**config.mk**
```make
export PLATFORM = sky130hd
export DESIGN_NAME = bp_message_update
export DESIGN_NICKNAME = d
export VERILOG_FILES = /design/src/rtl/core/bpmu_pkg.sv /design/src/rtl/core/bp_message_update.sv /design/src/rtl/core/bpmu_ram.sv /design/src/rtl/core/bpmu_alu.sv
export SDC_FILE = /design/constraint.sdc
export NUM_CORES = 1
export LEC_CHECK = 0
export BUFFER_PORTS_ARGS = -buffer_cell sky130_fd_sc_hd__buf_2
export CAP_MARGIN = 10
export CORE_MARGIN = 3
export CORE_UTILIZATION = 55
export DETAILED_ROUTE_END_ITERATION = 8
export GPL_ROUTABILITY_DRIVEN = 0
export HOLD_SLACK_MARGIN = 0.08
export PLACE_DENSITY = 0.71
export REMOVE_ABC_BUFFERS = 1
export SLEW_MARGIN = 20
export SYNTH_ARGS = -nofsm -noshare
export SYNTH_HDL_FRONTEND = slang
export SYNTH_SLANG_ARGS = --single-unit
```
**constraint.sdc**
```tcl
create_clock -name clk_i -period 13.6 [get_ports clk_i]
set_clock_uncertainty 0.2 [all_clocks]
set_input_delay 1.36 -clock clk_i [delete_from_list [all_inputs] [get_ports clk_i]]
set_output_delay 1.36 -clock clk_i [all_outputs]
set_load 0.01 [all_outputs]
```
**src/rtl/core/bpmu_pkg.sv**
```systemverilog
// ----------------------------------------------------------------------------
// bpmu_pkg: shared types and constants of the message update block
// label count, word widths, register indexes, sequencer states and the
// request and response words of the shared arithmetic unit
// ----------------------------------------------------------------------------
package bpmu_pkg;

  // floor of log2, evaluated at elaboration only
  function automatic int flog2(input int n);
    int k;
    int m;
    k = 0;
    m = n;
    while (m > 1) begin
      m = m / 2;
      k = k + 1;
    end
    return k;
  endfunction

  localparam int NUM_LABELS = 16;
  localparam int LBL_W      = $clog2(NUM_LABELS);
  localparam int CNT_W      = 5;
  localparam int VAL_W      = 16;
  localparam int CFG_W      = 15;
  localparam int CFG_IDX_W  = 1;
  localparam int LBL_OUT_W  = 4;
  localparam int MEAN_SHIFT = flog2(NUM_LABELS);
  // room for the four-way sum and for the sum over all labels
  localparam int ALU_W      = 19 + LBL_W;

  localparam int IN_DATA_W  = 4 * VAL_W;
  localparam int OUT_DATA_W = 24;

  localparam logic [CFG_IDX_W-1:0] REG_TRUNC_LIMIT = 1'd0;
  localparam logic [CFG_IDX_W-1:0] REG_DT_SLOPE    = 1'd1;

  localparam logic [CFG_W-1:0] TRUNC_LIMIT_RST = 15'd435;
  localparam logic [CFG_W-1:0] DT_SLOPE_RST    = 15'd256;

  typedef logic signed [VAL_W-1:0] val_t;
  typedef logic signed [ALU_W-1:0] acc_t;
  typedef logic [LBL_W-1:0]        lbl_t;
  typedef logic [CNT_W-1:0]        cnt_t;

  localparam val_t VAL_MAX = 16'sh7FFF;
  localparam val_t VAL_MIN = -16'sh8000;

  typedef struct packed {
    acc_t a;
    acc_t b;
    logic sub;
    val_t cmp;
  } alu_req_t;

  typedef struct packed {
    acc_t sum;
    val_t sat;
    val_t mn;
  } alu_rsp_t;

  typedef enum logic [14:0] {
    S_IDLE  = 15'b000000000000001,
    S_LD1   = 15'b000000000000010,
    S_LD2   = 15'b000000000000100,
    S_LD3   = 15'b000000000001000,
    S_FW_RD = 15'b000000000010000,
    S_FW_EX = 15'b000000000100000,
    S_BW_RD = 15'b000000001000000,
    S_BW_EX = 15'b000000010000000,
    S_CEIL  = 15'b000000100000000,
    S_TR_RD = 15'b000001000000000,
    S_TR_EX = 15'b000010000000000,
    S_TR_AC = 15'b000100000000000,
    S_MEAN  = 15'b001000000000000,
    S_NM_RD = 15'b010000000000000,
    S_NM_EX = 15'b100000000000000
  } state_e;

endpackage

```
**src/rtl/core/bp_message_update.sv**
```systemverilog
// ----------------------------------------------------------------------------
// bp_message_update: belief propagation message, truncated linear cost
// loads one label per input word, then runs forward and backward distance
// transform, truncation and mean removal over the label store
// ----------------------------------------------------------------------------
// loading: each input word is accepted in the idle state, then summed in three
// accumulate steps; after the last label come forward and backward transform passes,
// a ceiling step, a truncate-and-sum pass, a mean step and a normalise pass, which
// waits on output stalls; input words are taken only in the idle state, and every
// step shares the single add/saturate/min unit and the label store's one read port
// reset: trunc_limit 435 and dt_slope 256, load count 0, running minimum 32767;
// the label store is not cleared, each entry is written before it is read
// ----------------------------------------------------------------------------
module bp_message_update (
  input  logic                                clk_i,
  input  logic                                rst_ni,
  // input words: from_first, from_second, from_third, cost_here (16 bits each)
  input  logic                                s_tvalid_i,
  output logic                                s_tready_o,
  input  logic [bpmu_pkg::IN_DATA_W-1:0]      s_tdata_i,
  // result words: label_index [3:0], message_value [19:4], zero pad [23:20]
  output logic                                m_tvalid_o,
  input  logic                                m_tready_i,
  output logic [bpmu_pkg::OUT_DATA_W-1:0]     m_tdata_o,
  output logic                                m_tlast_o,    // final_label
  // configuration writes
  input  logic                                cfg_valid_i,
  output logic                                cfg_ready_o,
  input  logic [bpmu_pkg::CFG_IDX_W-1:0]      cfg_index_i,
  input  logic [bpmu_pkg::CFG_W-1:0]          cfg_data_i
);

  localparam bpmu_pkg::lbl_t LAST_IDX = bpmu_pkg::LBL_W'(bpmu_pkg::NUM_LABELS - 1);
  localparam bpmu_pkg::cnt_t LAST_CNT = bpmu_pkg::CNT_W'(bpmu_pkg::NUM_LABELS - 1);

  // control state
  bpmu_pkg::state_e state_q, state_d;
  bpmu_pkg::cnt_t   cnt_q, cnt_d;        // labels loaded so far
  bpmu_pkg::lbl_t   idx_q, idx_d;        // pass pointer
  bpmu_pkg::val_t   min_q, min_d;        // running minimum of the loaded sums
  logic             out_valid_q, out_valid_d;
  logic [bpmu_pkg::CFG_W-1:0] trunc_q, slope_q;

  // payload
  bpmu_pkg::val_t   fld_q [4];
  bpmu_pkg::val_t   fld_d [4];
  bpmu_pkg::acc_t   acc_q, acc_d;        // four-way sum while loading, total while truncating
  bpmu_pkg::val_t   prev_q, prev_d;      // neighbour value in the transform, truncated value
  bpmu_pkg::val_t   ceil_q, ceil_d;
  bpmu_pkg::acc_t   mean_q, mean_d;
  logic [bpmu_pkg::LBL_OUT_W-1:0] out_lbl_q, out_lbl_d;
  bpmu_pkg::val_t   out_val_q, out_val_d;
  logic             out_last_q, out_last_d;

  // shared unit and label store
  bpmu_pkg::alu_req_t alu_req;
  bpmu_pkg::alu_rsp_t alu_rsp;
  logic               ram_we;
  bpmu_pkg::lbl_t     ram_waddr;
  bpmu_pkg::val_t     ram_wdata;
  logic [bpmu_pkg::VAL_W-1:0] ram_rdata;
  bpmu_pkg::val_t     rd_val;

  logic s_fire;
  logic out_free;

  assign s_tready_o  = (state_q == bpmu_pkg::S_IDLE);
  assign s_fire      = s_tvalid_i && s_tready_o;
  assign cfg_ready_o = 1'b1;
  assign out_free    = !out_valid_q || m_tready_i;
  assign rd_val      = bpmu_pkg::val_t'(ram_rdata);

  bpmu_alu u_alu (
    .req_i (alu_req),
    .rsp_o (alu_rsp)
  );

  bpmu_ram #(
    .WIDTH (bpmu_pkg::VAL_W),
    .DEPTH (bpmu_pkg::NUM_LABELS)
  ) u_store (
    .clk_i   (clk_i),
    .we_i    (ram_we),
    .waddr_i (ram_waddr),
    .wdata_i (ram_wdata),
    .raddr_i (idx_q),
    .rdata_o (ram_rdata)
  );

  // operand selection for the shared unit
  always_comb begin
    alu_req.a   = '0;
    alu_req.b   = '0;
    alu_req.sub = 1'b0;
    alu_req.cmp = bpmu_pkg::VAL_MAX;
    case (state_q)
      bpmu_pkg::S_LD1: begin
        alu_req.a = bpmu_pkg::acc_t'(fld_q[0]);
        alu_req.b = bpmu_pkg::acc_t'(fld_q[1]);
      end
      bpmu_pkg::S_LD2: begin
        alu_req.a = acc_q;
        alu_req.b = bpmu_pkg::acc_t'(fld_q[2]);
      end
      bpmu_pkg::S_LD3: begin
        alu_req.a   = acc_q;
        alu_req.b   = bpmu_pkg::acc_t'(fld_q[3]);
        alu_req.cmp = min_q;
      end
      bpmu_pkg::S_FW_EX, bpmu_pkg::S_BW_EX: begin
        // candidate from the neighbour, kept only if strictly smaller
        alu_req.a   = bpmu_pkg::acc_t'(prev_q);
        alu_req.b   = bpmu_pkg::acc_t'(slope_q);
        alu_req.cmp = rd_val;
      end
      bpmu_pkg::S_CEIL: begin
        alu_req.a = bpmu_pkg::acc_t'(min_q);
        alu_req.b = bpmu_pkg::acc_t'(trunc_q);
      end
      bpmu_pkg::S_TR_EX: begin
        alu_req.a   = bpmu_pkg::acc_t'(rd_val);
        alu_req.cmp = ceil_q;
      end
      bpmu_pkg::S_TR_AC: begin
        alu_req.a = acc_q;
        alu_req.b = bpmu_pkg::acc_t'(prev_q);
      end
      bpmu_pkg::S_NM_EX: begin
        alu_req.a   = bpmu_pkg::acc_t'(rd_val);
        alu_req.b   = mean_q;
        alu_req.sub = 1'b1;
      end
      default: begin
        alu_req.a = '0;
      end
    endcase
  end

  // sequencer
  always_comb begin
    state_d     = state_q;
    cnt_d       = cnt_q;
    idx_d       = idx_q;
    min_d       = min_q;
    out_valid_d = out_valid_q && !m_tready_i;
    fld_d       = fld_q;
    acc_d       = acc_q;
    prev_d      = prev_q;
    ceil_d      = ceil_q;
    mean_d      = mean_q;
    out_lbl_d   = out_lbl_q;
    out_val_d   = out_val_q;
    out_last_d  = out_last_q;
    ram_we      = 1'b0;
    ram_waddr   = idx_q;
    ram_wdata   = alu_rsp.mn;

    case (state_q)
      bpmu_pkg::S_IDLE: begin
        if (s_fire) begin
          fld_d[0] = bpmu_pkg::val_t'(s_tdata_i[15:0]);
          fld_d[1] = bpmu_pkg::val_t'(s_tdata_i[31:16]);
          fld_d[2] = bpmu_pkg::val_t'(s_tdata_i[47:32]);
          fld_d[3] = bpmu_pkg::val_t'(s_tdata_i[63:48]);
          state_d  = bpmu_pkg::S_LD1;
        end
      end
      bpmu_pkg::S_LD1: begin
        acc_d   = alu_rsp.sum;
        state_d = bpmu_pkg::S_LD2;
      end
      bpmu_pkg::S_LD2: begin
        acc_d   = alu_rsp.sum;
        state_d = bpmu_pkg::S_LD3;
      end
      bpmu_pkg::S_LD3: begin
        // saturated sum into the store, minimum tracked alongside
        ram_we    = 1'b1;
        ram_waddr = cnt_q[bpmu_pkg::LBL_W-1:0];
        ram_wdata = alu_rsp.sat;
        min_d     = alu_rsp.mn;
        if (cnt_q == LAST_CNT) begin
          cnt_d   = '0;
          idx_d   = '0;
          state_d = bpmu_pkg::S_FW_RD;
        end else begin
          cnt_d   = cnt_q + 1'b1;
          state_d = bpmu_pkg::S_IDLE;
        end
      end
      bpmu_pkg::S_FW_RD: begin
        state_d = bpmu_pkg::S_FW_EX;
      end
      bpmu_pkg::S_FW_EX: begin
        if (idx_q == '0) begin
          prev_d = rd_val;
        end else begin
          ram_we = 1'b1;
          prev_d = alu_rsp.mn;
        end
        if (idx_q == LAST_IDX) begin
          state_d = bpmu_pkg::S_BW_RD;
        end else begin
          idx_d   = idx_q + 1'b1;
          state_d = bpmu_pkg::S_FW_RD;
        end
      end
      bpmu_pkg::S_BW_RD: begin
        state_d = bpmu_pkg::S_BW_EX;
      end
      bpmu_pkg::S_BW_EX: begin
        if (idx_q == LAST_IDX) begin
          prev_d = rd_val;
        end else begin
          ram_we = 1'b1;
          prev_d = alu_rsp.mn;
        end
        if (idx_q == '0) begin
          state_d = bpmu_pkg::S_CEIL;
        end else begin
          idx_d   = idx_q - 1'b1;
          state_d = bpmu_pkg::S_BW_RD;
        end
      end
      bpmu_pkg::S_CEIL: begin
        ceil_d  = alu_rsp.sat;
        acc_d   = '0;
        idx_d   = '0;
        state_d = bpmu_pkg::S_TR_RD;
      end
      bpmu_pkg::S_TR_RD: begin
        state_d = bpmu_pkg::S_TR_EX;
      end
      bpmu_pkg::S_TR_EX: begin
        ram_we  = 1'b1;
        prev_d  = alu_rsp.mn;
        state_d = bpmu_pkg::S_TR_AC;
      end
      bpmu_pkg::S_TR_AC: begin
        acc_d = alu_rsp.sum;
        if (idx_q == LAST_IDX) begin
          state_d = bpmu_pkg::S_MEAN;
        end else begin
          idx_d   = idx_q + 1'b1;
          state_d = bpmu_pkg::S_TR_RD;
        end
      end
      bpmu_pkg::S_MEAN: begin
        // arithmetic shift rounds toward minus infinity
        mean_d  = acc_q >>> bpmu_pkg::MEAN_SHIFT;
        idx_d   = '0;
        state_d = bpmu_pkg::S_NM_RD;
      end
      bpmu_pkg::S_NM_RD: begin
        state_d = bpmu_pkg::S_NM_EX;
      end
      bpmu_pkg::S_NM_EX: begin
        if (out_free) begin
          out_valid_d = 1'b1;
          out_lbl_d   = bpmu_pkg::LBL_OUT_W'(idx_q);
          out_val_d   = alu_rsp.sat;
          out_last_d  = (idx_q == LAST_IDX);
          if (idx_q == LAST_IDX) begin
            min_d   = bpmu_pkg::VAL_MAX;
            idx_d   = '0;
            state_d = bpmu_pkg::S_IDLE;
          end else begin
            idx_d   = idx_q + 1'b1;
            state_d = bpmu_pkg::S_NM_RD;
          end
        end
      end
      default: begin
        state_d = bpmu_pkg::S_IDLE;
      end
    endcase
  end

  // control registers
  always_ff @(posedge clk_i or negedge rst_ni) begin
    if (!rst_ni) begin
      state_q     <= bpmu_pkg::S_IDLE;
      cnt_q       <= '0;
      idx_q       <= '0;
      min_q       <= bpmu_pkg::VAL_MAX;
      out_valid_q <= 1'b0;
      trunc_q     <= bpmu_pkg::TRUNC_LIMIT_RST;
      slope_q     <= bpmu_pkg::DT_SLOPE_RST;
    end else begin
      state_q     <= state_d;
      cnt_q       <= cnt_d;
      idx_q       <= idx_d;
      min_q       <= min_d;
      out_valid_q <= out_valid_d;
      if (cfg_valid_i && cfg_ready_o) begin
        case (cfg_index_i)
          bpmu_pkg::REG_TRUNC_LIMIT: trunc_q <= cfg_data_i;
          bpmu_pkg::REG_DT_SLOPE:    slope_q <= cfg_data_i;
          default: begin
            trunc_q <= trunc_q;
          end
        endcase
      end
    end
  end

  // payload registers
  always_ff @(posedge clk_i) begin
    fld_q      <= fld_d;
    acc_q      <= acc_d;
    prev_q     <= prev_d;
    ceil_q     <= ceil_d;
    mean_q     <= mean_d;
    out_lbl_q  <= out_lbl_d;
    out_val_q  <= out_val_d;
    out_last_q <= out_last_d;
  end

  assign m_tvalid_o = out_valid_q;
  assign m_tdata_o  = {4'b0000, out_val_q, out_lbl_q};
  assign m_tlast_o  = out_last_q;

  // checks
  a_load_start: assert property (@(posedge clk_i) disable iff (!rst_ni)
    s_fire |=> state_q == bpmu_pkg::S_LD1)
    else $error("accepted word did not start the load sequence");

  a_out_source: assert property (@(posedge clk_i) disable iff (!rst_ni)
    $rose(m_tvalid_o) |-> $past(state_q == bpmu_pkg::S_NM_EX))
    else $error("result word raised outside the normalise step");

  a_last_label: assert property (@(posedge clk_i) disable iff (!rst_ni)
    (m_tvalid_o && m_tlast_o) |->
      m_tdata_o[bpmu_pkg::LBL_OUT_W-1:0] == bpmu_pkg::LBL_OUT_W'(bpmu_pkg::NUM_LABELS - 1))
    else $error("final label flag on the wrong label");

  a_emit_free: assert property (@(posedge clk_i) disable iff (!rst_ni)
    (state_q == bpmu_pkg::S_NM_EX && !m_tvalid_o) |=> m_tvalid_o)
    else $error("normalise step did not fill an empty output register");

  a_cnt_range: assert property (@(posedge clk_i) disable iff (!rst_ni)
    cnt_q <= LAST_CNT)
    else $error("load count beyond the label count");

endmodule

```
**src/rtl/core/bpmu_ram.sv**
```systemverilog
// ----------------------------------------------------------------------------
// bpmu_ram: generic single-port-write, single-port-read RAM
// one write and one registered read per cycle, contents not reset
// ----------------------------------------------------------------------------
module bpmu_ram #(
  parameter int WIDTH = 16,
  parameter int DEPTH = 16
) (
  input  logic                     clk_i,
  input  logic                     we_i,
  input  logic [$clog2(DEPTH)-1:0] waddr_i,
  input  logic [WIDTH-1:0]         wdata_i,
  input  logic [$clog2(DEPTH)-1:0] raddr_i,
  output logic [WIDTH-1:0]         rdata_o
);

  logic [WIDTH-1:0] mem [DEPTH];

  always_ff @(posedge clk_i) begin
    if (we_i) begin
      mem[waddr_i] <= wdata_i;
    end
    rdata_o <= mem[raddr_i];
  end

endmodule

```
**src/rtl/core/bpmu_alu.sv**
```systemverilog
// ----------------------------------------------------------------------------
// bpmu_alu: shared add, saturate and minimum unit
// wide add or subtract, clamp to signed 16 bits, then minimum with a compare word
// ----------------------------------------------------------------------------
module bpmu_alu (
  input  bpmu_pkg::alu_req_t req_i,
  output bpmu_pkg::alu_rsp_t rsp_o
);

  localparam bpmu_pkg::acc_t SAT_HI = bpmu_pkg::acc_t'(32767);
  localparam bpmu_pkg::acc_t SAT_LO = bpmu_pkg::acc_t'(-32768);

  bpmu_pkg::acc_t b_eff;
  bpmu_pkg::acc_t sum;
  bpmu_pkg::val_t sat;

  assign b_eff = req_i.sub ? -req_i.b : req_i.b;
  assign sum   = req_i.a + b_eff;

  always_comb begin
    if (sum > SAT_HI) begin
      sat = bpmu_pkg::VAL_MAX;
    end else if (sum < SAT_LO) begin
      sat = bpmu_pkg::VAL_MIN;
    end else begin
      sat = bpmu_pkg::val_t'(sum[bpmu_pkg::VAL_W-1:0]);
    end
  end

  assign rsp_o.sum = sum;
  assign rsp_o.sat = sat;
  assign rsp_o.mn  = (sat < req_i.cmp) ? sat : req_i.cmp;

endmodule

```
==> run_results.csv <==
group,metric,value,unit
outcome,outcome,"finished clean",
worst_setup_path,end_kind,"register",
grt,grt_max_degree,72,
floorplan,die_x,210.9,um
grt,overflow,0,
layout,most-common-layout-cells,"edfxtp_1 (415), nand2_1 (139), buf_2 (107), nor2_1 (103), mux2i_1 (82)",
logic_synthesis,synthCells,1692,
logic_synthesis,ys.flop_type,"edfxtp_1",
routing,num_vias,15509,
layout,final_cells,2364,
grt,antenna_found_initial,0,
timing,final_hold_viol_count,0,
worst_setup_path,crit_path_max_fanout,45,
clocking,holdBufCountCts,0,
grt,grt_pass1_vias,15000,
worst_setup_path,worst_setup_path_start_kind,"register",
floorplan,initial_core_util,56.16,%
clocking,cts.clk_slew.worst_paths,0.06,ns
timing,worstMarginPinSlew,1.087,ns
worst_setup_path,path_class,"reg2reg",
clocking,clkLatencyLatePin,0.62,ns
power_and_ir_drop,ir_drop,145.2,uV
clocking,clockBufferDepth,3,
timing,max_slew_margin,27.50,%
floorplan,ioPinCount,113,
power_and_ir_drop,power.density,195.7,nW/um2
logic_synthesis,ys_top_cells_by_area,"edfxtp_1 (54%), dfrtp_1 (5.2%), mux2i_1 (3.6%)",
logic_synthesis,synth_area_per_cell,13.64,um2
logic_synthesis,yosys_warnings,0,
timing,final.setup.tns,0,ns
routing,drc,0,
worst_setup_path,r2r_cells,33,
worst_hold_path,min_path_cells,0,
worst_setup_path,worstReg2RegStart,"state_q[14]$_DFFE_PN0P_",
logic_synthesis,synth_area,23090,um2
floorplan,coreArea,41110,um2
routing,totalWireLength,60.07,mm
worst_setup_path,cpPeakStageDelay,0.83,ns
logic_synthesis,ys_types,83,
layout,diodes,0,
logic_synthesis,yosysTopAreaCellShare,53.98,%
worst_setup_path,worstPathArrival,11.23,ns
routing,drt-pass1-iter-count,8,
floorplan,dieArea,44470,um2
timing,finalCritPeriodShare,81.82,%
routing,ant_nets,0,
worst_hold_path,hold_path.class,"reg2reg",
timing,max_freq,89.87,MHz
grt,grt_use_total,26.87,%
worst_setup_path,crit_family,"simple AND/OR/NAND/NOR gates",
logic_synthesis,ys_ff_latch,502,
layout,final_common_cell,"edfxtp_1",
floorplan,num_rows,74,
worst_setup_path,reg2reg_slack,2.47,ns
worst_setup_path,timing.rr.end,"u_store.mem[11][15]$_DFFE_PP_",
timing,finalSetupViolCount,0,
logic_synthesis,yosysSeqAreaShare,63.19,%
worst_setup_path,critPathRequiredTime,13.70,ns
clocking,root_buffer,"clkbuf_16",
placement,dp_hpwl,39.78,mm
timing,rsz0062_at_grt,"no",
power_and_ir_drop,p_leak,9.187,nW
routing,routed_via_density,6.560,
worst_setup_path,cp.buffers_inverters,2,
placement,dpl.cell_count,2272,
worst_setup_path,crit_slowest_cell,"or3_1",
layout,nNetsFinal,1917,
clocking,cts_inserted_buffers,49,
logic_synthesis,yosysTopAreaCell,"edfxtp_1",
placement,portBuffers,107,
grt,grt_pass1_wl,90.80,mm
layout,n_fill_cell,3062,
worst_hold_path,whs_endpoint,"mean_q[17]$_DFFE_PN_",
run,max_cap_viol_count,0,
clocking,cts_sinks,502,
clocking,cts_max_level,2,
clocking,cts_setup_buffers,0,
worst_hold_path,hold_path.startpoint,"acc_q[21]$_SDFFCE_PN0P_",
routing,dr.first_iter.drc_count,1876,
layout,syn2layout_area_growth,11.81,%
timing,layout_min_cycle_time,11.13,ns
layout,drive_above_1_share,20.58,%
clocking,cts_resized,0,
clocking,cts_tree,"built",
timing,whs,0.2502,ns
logic_synthesis,synth_edf_count,415,
worst_setup_path,crit_cells,33,
logic_synthesis,async_flop_share,14.14,%
worst_setup_path,cpMostUsedCell,"ha_1",
routing,detail_route.wl_per_cell,25.41,um
floorplan,die_y,210.9,um
timing,slew_violations,0,
-- routing by layer --
metal	vias to the layer above	part of all wire, %	global-route usage [%]	routed length [um]
met5	-	0	0	0
li1	6846	-	-	-
met2	832	47	43.29	28330
met3	157	8.4	4.753	5064
met4	0	3.8	9.885	2300
met1	7674	41	37.17	24380
-- how the worst max path moves through the flow --
stage / endpoint / start / slack, ns
after floorplan: u_store.mem[0][15]$_DFFE_PP_ / state_q[5]$_DFFE_PN0P_ / 2.59
after global placement: u_store.mem[6][15]$_DFFE_PP_ / state_q[14]$_DFFE_PN0P_ / 2.88
after detailed placement: u_store.mem[3][15]$_DFFE_PP_ / state_q[14]$_DFFE_PN0P_ / 2.39
after CTS: u_store.mem[11][15]$_DFFE_PP_ / state_q[14]$_DFFE_PN0P_ / 2.36
after global routing: u_store.mem[12][15]$_DFFE_PP_ / state_q[14]$_DFFE_PN0P_ / 1.63
final: u_store.mem[11][15]$_DFFE_PP_ / state_q[14]$_DFFE_PN0P_ / 2.47
-- flip-flops by register name, indices dropped and copies added (netlist names) --
| register | cells |
|---|---|
| out_val_q | 16 |
| min_q | 16 |
| state_q | 15 |
| u_store.rdata_o | 16 |
| u_store.mem | 256 |
| trunc_q | 15 |
| ceil_q | 16 |
| out_lbl_q | 4 |
| idx_q | 4 |
| m_tvalid_o | 1 |
| mean_q | 19 |
| m_tlast_o | 1 |
| slope_q | 15 |
| fld_q | 64 |
| prev_q | 16 |
| cnt_q | 5 |
| acc_q | 23 |
-- cell type report --
| cell class | instances | area [um2] | share of cell area, % |
|---|---|---|---|
| inverters | 36 | 135.1 | 0.5235 |
| multi-input cells | 1060 | 7976 | 30.90 |
| repair buffers | 142 | 798.3 | 3.092 |
| clock inverters | 24 | 269.0 | 1.042 |
| well taps | 532 | 665.6 | 2.579 |
| clock buffers | 68 | 1378 | 5.337 |
| flip-flops and latches | 502 | 14590 | 56.53 |
-- power by group --
part | total [W] | switching (W) | internal (W)
sequential | 0.00235 | 0.0000742 | 0.00228
clock | 0.00138 | 0.000593 | 0.000791
combinational | 0.00132 | 0.000959 | 0.000357
-- cell families after synthesis --
logic type	count (synthesis)	share of synthesized area [%]
muxes	162	9.159
xor gates and xnor gates	39	1.512
buffers and inverters	133	2.585
other	2	0.03253
adders and majority gates	41	2.255
DFF	502	63.19
and+or+nand+nor	452	10.18
AOI/OAI and AO/OA	361	11.09
-- cell usage after synthesis, drive strengths merged (5+ instances only) --
cell       n
dfstp     23
clkbuf    58
or4b      12
mux4      32
nor2     106
nor2b     10
and2      12
a21oi     71
a211oi     6
nor4      39
a22oi     43
nand2    141
or2        5
xor2      15
xnor2     24
a2111oi    7
buf       39
a221o      5
dfxtp     16
nand3     44
and3      11
nand4     12
nand4b     5
or3        6
edfxtp   415
mux2      47
a221oi    25
o21bai     8
inv       35
ha        40
a21o      23
nor3      21
a31oi      8
o21ai     77
mux2i     83
a22o      12
a222oi    41
nand2b     9
dfrtp     48
-- per-stage QoR --
stage	util [%]	setup slack [ns]	area, um2	total power [W]
after floorplan	-	2.591	22640	0.003198
after global placement	58.77	2.880	24160	0.003622
after detailed placement	58.77	2.388	24160	0.003662
after CTS	62.78	2.363	25810	0.005054
after global routing	62.79	1.629	25810	0.005263
final	62.79	2.473	25810	0.005051
No activity file was read; power rests on OpenSTA's default activity.
